==> config.mk <==
export PLATFORM = sky130hd
export DESIGN_NAME = tdt_merge
export DESIGN_NICKNAME = d
export VERILOG_FILES = /design/src/hdl/tdt_pkg.sv /design/src/hdl/tdt_merge.sv
export SDC_FILE = /design/constraint.sdc
export NUM_CORES = 1
export LEC_CHECK = 0
export BUFFER_PORTS_ARGS = -buffer_cell sky130_fd_sc_hd__buf_2
export CAP_MARGIN = 20
export CORE_MARGIN = 2
export CORE_UTILIZATION = 33
export CTS_BUF_LIST = sky130_fd_sc_hd__clkbuf_4
export DETAILED_ROUTE_END_ITERATION = 8
export PLACE_DENSITY = 0.65
export SLEW_MARGIN = 10
export SYNTH_ARGS = -nofsm -noshare
export SYNTH_HDL_FRONTEND = slang
export SYNTH_SLANG_ARGS = --single-unit
==> constraint.sdc <==
create_clock -name clk -period 1.4 [get_ports clk]
set_input_delay 0.07 -clock clk [delete_from_list [all_inputs] [get_ports clk]]
set_output_delay 0.07 -clock clk [all_outputs]
set_load 0.005 [all_outputs]
==> src/hdl/tdt_pkg.sv <==
// ----------------------------------------------------------------------------
// tdt_pkg
// Shared constants, result codes and lane control type of the tile
// deduplication table.
// ----------------------------------------------------------------------------
`default_nettype none

package tdt_pkg;

  localparam int MAX_TILES_DEF       = 240;
  localparam int TILE_BYTES_DEF      = 256;
  localparam int PIXELS_PER_WORD_DEF = 8;

  localparam int LANES    = 8;
  localparam int LANE_BW  = $clog2(LANES);
  localparam int WORD_W   = 64;
  localparam int NUM_W    = 8;
  localparam int STATUS_W = 2;

  localparam logic [STATUS_W-1:0] ST_MATCHED = 2'd0;
  localparam logic [STATUS_W-1:0] ST_STORED  = 2'd1;
  localparam logic [STATUS_W-1:0] ST_FULL    = 2'd2;

  typedef struct packed {
    logic clr;
    logic vld;
    logic first;
    logic last;
  } tdt_scan_t;

endpackage

`default_nettype wire

==> src/hdl/tdt_merge.sv <==
// ----------------------------------------------------------------------------
// tdt_merge
// Merging stage: takes the lane hits of each compared row, in row order, and
// keeps the lowest matching tile index of the last word of a tile.
// ----------------------------------------------------------------------------
`default_nettype none

module tdt_merge #(
  parameter int RB = 5
) (
  input  wire logic                     clk,
  input  wire logic                     rst_n,
  input  wire tdt_pkg::tdt_scan_t       scan,
  input  wire logic [RB-1:0]            cmp_row,
  input  wire logic [tdt_pkg::LANES-1:0] hits,
  output logic                          found,
  output logic [tdt_pkg::NUM_W-1:0]     found_idx
);

  import tdt_pkg::*;

  logic               found_r;
  logic               found_nxt;
  logic [NUM_W-1:0]   idx_r;
  logic [NUM_W-1:0]   idx_nxt;
  logic [LANE_BW-1:0] first_lane;

  always_comb begin
    first_lane = '0;
    for (int l = LANES - 1; l >= 0; l--) begin
      if (hits[l]) begin
        first_lane = LANE_BW'(l);
      end
    end
  end

  always_comb begin
    found_nxt = found_r;
    idx_nxt   = idx_r;
    if (scan.clr) begin
      found_nxt = 1'b0;
      idx_nxt   = '0;
    end else if (scan.vld && scan.last && !found_r && (|hits)) begin
      found_nxt = 1'b1;
      idx_nxt   = NUM_W'((int'(cmp_row) * LANES) + int'(first_lane));
    end
  end

  always_ff @(posedge clk) begin
    if (!rst_n) begin
      found_r <= 1'b0;
      idx_r   <= '0;
    end else begin
      found_r <= found_nxt;
      idx_r   <= idx_nxt;
    end
  end

  assign found     = found_r;
  assign found_idx = idx_r;

endmodule

`default_nettype wire

; After elaboration in Yosys (flattened, before gate mapping)
; Index checks and enable logic that the tools add are counted.
[totals]
reg_bits = 9
in_bits = 19
output_inout_bits = 9
word_cells = 18
[classes]
n_addsub = 1
n_mux = 8
bitwise = 1
n_reduce_logical = 6
[op_table]
columns = op, n
row1 = two-way mux 3 bit, 8
row2 = adder 8 x 3 -> 8 bit, 1
row3 = OR reduction 8 bit, 1
row4 = logical AND 1 bit, 3
row5 = OR reduction 2 bit, 1
row6 = logical NOT 1 bit, 1
row7 = NOT 1 bit, 1

; Longest topological paths before layout
[logic_depth]
word_depth = 9
mapped_depth = 5
mapped_depth_nobuf = 4

; Worst setup path before layout
; OpenSTA, ideal clock, no wires.
[synth_path]
path_kind = input-to-reg
startpoint = in hits[3] (netlist bit)
endpoint = reg idx_r[0] (netlist: found_idx[0])
setup_ns = 0.059
arrival_ns = 1.180
required_ns = 1.341
path_slack_ns = 0.162
path_stages = 5
path_buffers = 1
cell_sequence = or4_1 -> o21a_1 -> buf_6 -> nor3b_2 -> a31o_1
[synth_via]
elab_chain_cells = 5
elab_cells_between_ends = 7
cone_classes = add/sub (1) / mux (4) / reduce/logical (2)
[synth_rtl]
columns = element, line
row1 = from (decl), tdt_merge.sv:15  ; input wire logic [tdt_pkg::LANES-1:0] hits,
row2 = two-way mux 3 bit (4 in series), tdt_merge.sv:31  ; if (hits[l]) begin
row3 = adder 8 x 3 -> 8 bit, tdt_merge.sv:45  ; idx_nxt = NUM_W'((int'(cmp_row) * LANES) + int'(first_lane));
row4 = to (signal assigned), tdt_merge.sv:55  ; idx_r <= idx_nxt;
row5 = to (decl), tdt_merge.sv:24  ; logic [NUM_W-1:0] idx_r;
; Several ways; a longest one is shown, not always the timed one.
; A chain may end at the register's enable or synchronous reset.

; Worst setup path after layout
[layout_path]
startpoint = reg found_r (netlist: found)
endpoint = reg idx_r[6] (netlist: found_idx[6])
[layout_via]
elab_chain_cells = 3
[layout_rtl]
columns = element, line
row1 = from (decl), tdt_merge.sv:22  ; logic found_r;
row2 = from (signal assigned), tdt_merge.sv:54  ; found_r <= found_nxt;
row3 = logical NOT 1 bit, tdt_merge.sv:43  ; end else if (scan.vld && scan.last && !found_r && (|hits)) begin
row4 = logical AND 1 bit (2 in series), tdt_merge.sv:43
; No other way between the ends.

==> impl_metrics.py <==
metrics = {
    "placed_design": {
        "dp.cells": 91,
        "pre_cts_ws_ns": -0.0988,
        "placed_area_um2": 619,
        "place.gp.congestion": 0.724,
        "dp_hpwl_um": 753,
        "portBuffers": 26,
    },
    "job": {
        "maxCapViolCount": 0,
    },
    "finish": {
        "fillers": 111,
        "stdcell_area_um2": 648,
        "diodes": 0,
        "post-route-util_pct": 56.1,
        "nets": 101,
        "final_layout_size_suffix_gt1_share_pct": 54.3,
        "multi_input_area_um2": 218,
        "fin_cells": 95,
        "regArea_um2": 180,
        "synthToLayoutAreaGrowth_pct": 51.0,
    },
    "sta": {
        "fmax_mhz": 820,
        "period_needed_ns": 1.22,
        "slew_viol_final": 0,
        "worst_pin_slew_ns": 0.397,
        "skew_ns": 0.000418,
        "setup_slack_ns": 0.180,
        "hold_viol_final": 0,
        "setup_viol": 0,
        "finalCritPeriodShare_pct": 87.1,
        "slew-limit-headroom_pct": 73.5,
        "fin_setup_tns_ns": 0,
        "rsz0062_at_grt": "false",
    },
    "power": {
        "power_density_nw_per_um2": 860,
        "ir_drop_uv": 485,
        "power.leakage_nw": 0.325,
    },
    "min_path": {
        "hold_path_end": "found_idx[4]",
        "hold_depth": 3,
        "worstHoldStart": "cmp_row[1]",
        "hold_path_class": "input pin to flop",
    },
    "grt": {
        "grt-ovfl-total": 0,
        "antenna_found_initial": 0,
        "grt_usage_pct": 14.5,
        "grt_first_pass_wirelength_um": 1550,
        "grt_max_degree": 11,
        "first_global_vias": 417,
    },
    "drt": {
        "drc_errors": 0,
        "drt_first_pass_iters": 3,
        "wl_per_cell_um": 9.93,
        "antenna_left": 0,
        "routed_via_density": 4.60,
        "drtIter0Drc": 5,
        "routed_wl_um": 943,
        "vias": 437,
    },
    "synth": {
        "synth-async-reset-ratio_pct": 0,
        "synth_edf_count": 0,
        "synth_seq_area_share_pct": 42.0,
        "synthDistinctLibCells": 20,
        "avgSynthCellArea_um2": 9.75,
        "ys_seq_elements": 9,
        "ys.flop_type": "dfxtp_1",
        "syn-num-nets": 63,
        "netlist_instances": 44,
        "ys_warn_count": 0,
        "synthesis.area_um2": 429,
    },
    "critical_path": {
        "crit_arrival_ns": 1.36,
        "critPathMaxFanout": 10,
        "path_class": "flop to flop",
        "endpoint_kind": "flop",
        "cp_data_required_time_ns": 1.54,
        "ff2ff_path_depth": 4,
        "startpoint_type": "flop",
        "r2r-end": "found_idx[6]",
        "r2r_slack_ns": 0.18,
        "timing.rr.start": "found",
    },
    "die": {
        "io_pins": 28,
        "die_area_um2": 1600,
        "initial_core_util_pct": 37.1,
        "chipWidth_um": 40.1,
        "die_y_um": 40.1,
        "core_um2": 1160,
        "rows": 12,
    },
    "clock_tree": {
        "clock-sinks": 9,
        "htree_levels": 1,
        "cts_tree": "done",
        "cts-buffers-inserted": 3,
        "clkLatencyLatePin_ns": 0.26,
        "cts_hold_buf": 0,
        "path_clk_slew_ns": 0.06,
        "root_buffer": "clkbuf_4",
        "clockBufferDepth": 2,
    },
    "outcome": {
        "status": "completed",
    },
}
[where the power goes]
part / internal (W) / total, W / switching [W]
sequential: 0.000262 / 0.000265 / 0.00000283
clock: 0.000105 / 0.000198 / 0.0000928
combinational: 0.0000546 / 0.0000942 / 0.0000396
[layout make-up]
type / instances / share of cell area [%]
Timing Repair Buffer: 35 / 30.5
Multi-Input combinational cell: 31 / 33.6
Clock buffer: 3 / 3.47
Tap cell: 14 / 2.70
Inverter: 2 / 1.16
Clock inverter: 1 / 0.772
Sequential cell: 9 / 27.8
[kinds of logic after synthesis]
kind of cell,count (synthesis),share of synthesized area (%)
AO/OA/AOI/OAI,9,14.9
buffers and inverters,4,7.58
flip-flops,9,42.0
multiplexers,5,11.7
AND/OR/NAND/NOR,17,23.9
[sequential cells by signal (all words and copies together) (netlist names)]
signal,flops
found_idx,8
found,1
[cell usage after synthesis (all sizes together), types with 2 or more instances]
| library cell | number | area share [%] |
|---|---|---|
| nand2b | 2 | 4.7 |
| inv | 2 | 1.7 |
| a21oi | 4 | 5.5 |
| nor2 | 10 | 8.7 |
| mux2i | 5 | 12 |
| or4 | 2 | 4.4 |
| dfxtp | 9 | 42 |
[through the flow]
step | hold WS [ns] | power (W)
3_5_place_dp | 0.318 | 0.000365
3_3_place_gp | 0.304 | 0.000363
2_1_floorplan | 0.217 | 0.000314
4_1_cts | 0.0411 | 0.000572
5_1_grt | 0.0468 | 0.000597
6_report | 0.0473 | 0.000557
[per-layer routing]
| layer | routed length [µm] | up-vias | track usage, % |
|---|---|---|---|
| li1 | - | 230 | - |
| met1 | 467 | 193 | 16.7 |
| met2 | 421 | 12 | 23.4 |
| met3 | 49 | 2 | 3.89 |
| met4 | 4 | 0 | 9.48 |
| met5 | 0 | - | 0 |
[worst max path at each step]
stage,end,from
6_report,found_idx[6],found
5_1_grt,found_idx[7],found
3_3_place_gp,found_idx[0],hits[4]
4_1_cts,found_idx[1],found
3_5_place_dp,found_idx[1],hits[3]
2_1_floorplan,found_idx[0],hits[3]
[layout by cell type (no fill, tap or decap), types with 2 or more instances in the layout]
cell type and n:
mux2i_1 5, dfxtp_1 9, inv_1 2, buf_4 9
nor2_1 10, clkbuf_4 3, buf_2 26, a21oi_1 3
[what timing repair did]
item,CTS,global route
resized for setup,0,1
buffers inserted,0,0
setup endpoints to repair,0,7
[worst max-delay path, stage by stage, from the launching register on]
cell     delay [ns]
dfxtp_1        0.30
and3b_1        0.22
o21a_2         0.29
mux2i_1        0.22
nor2_1         0.05
No activity file was read; power rests on OpenSTA's default activity.
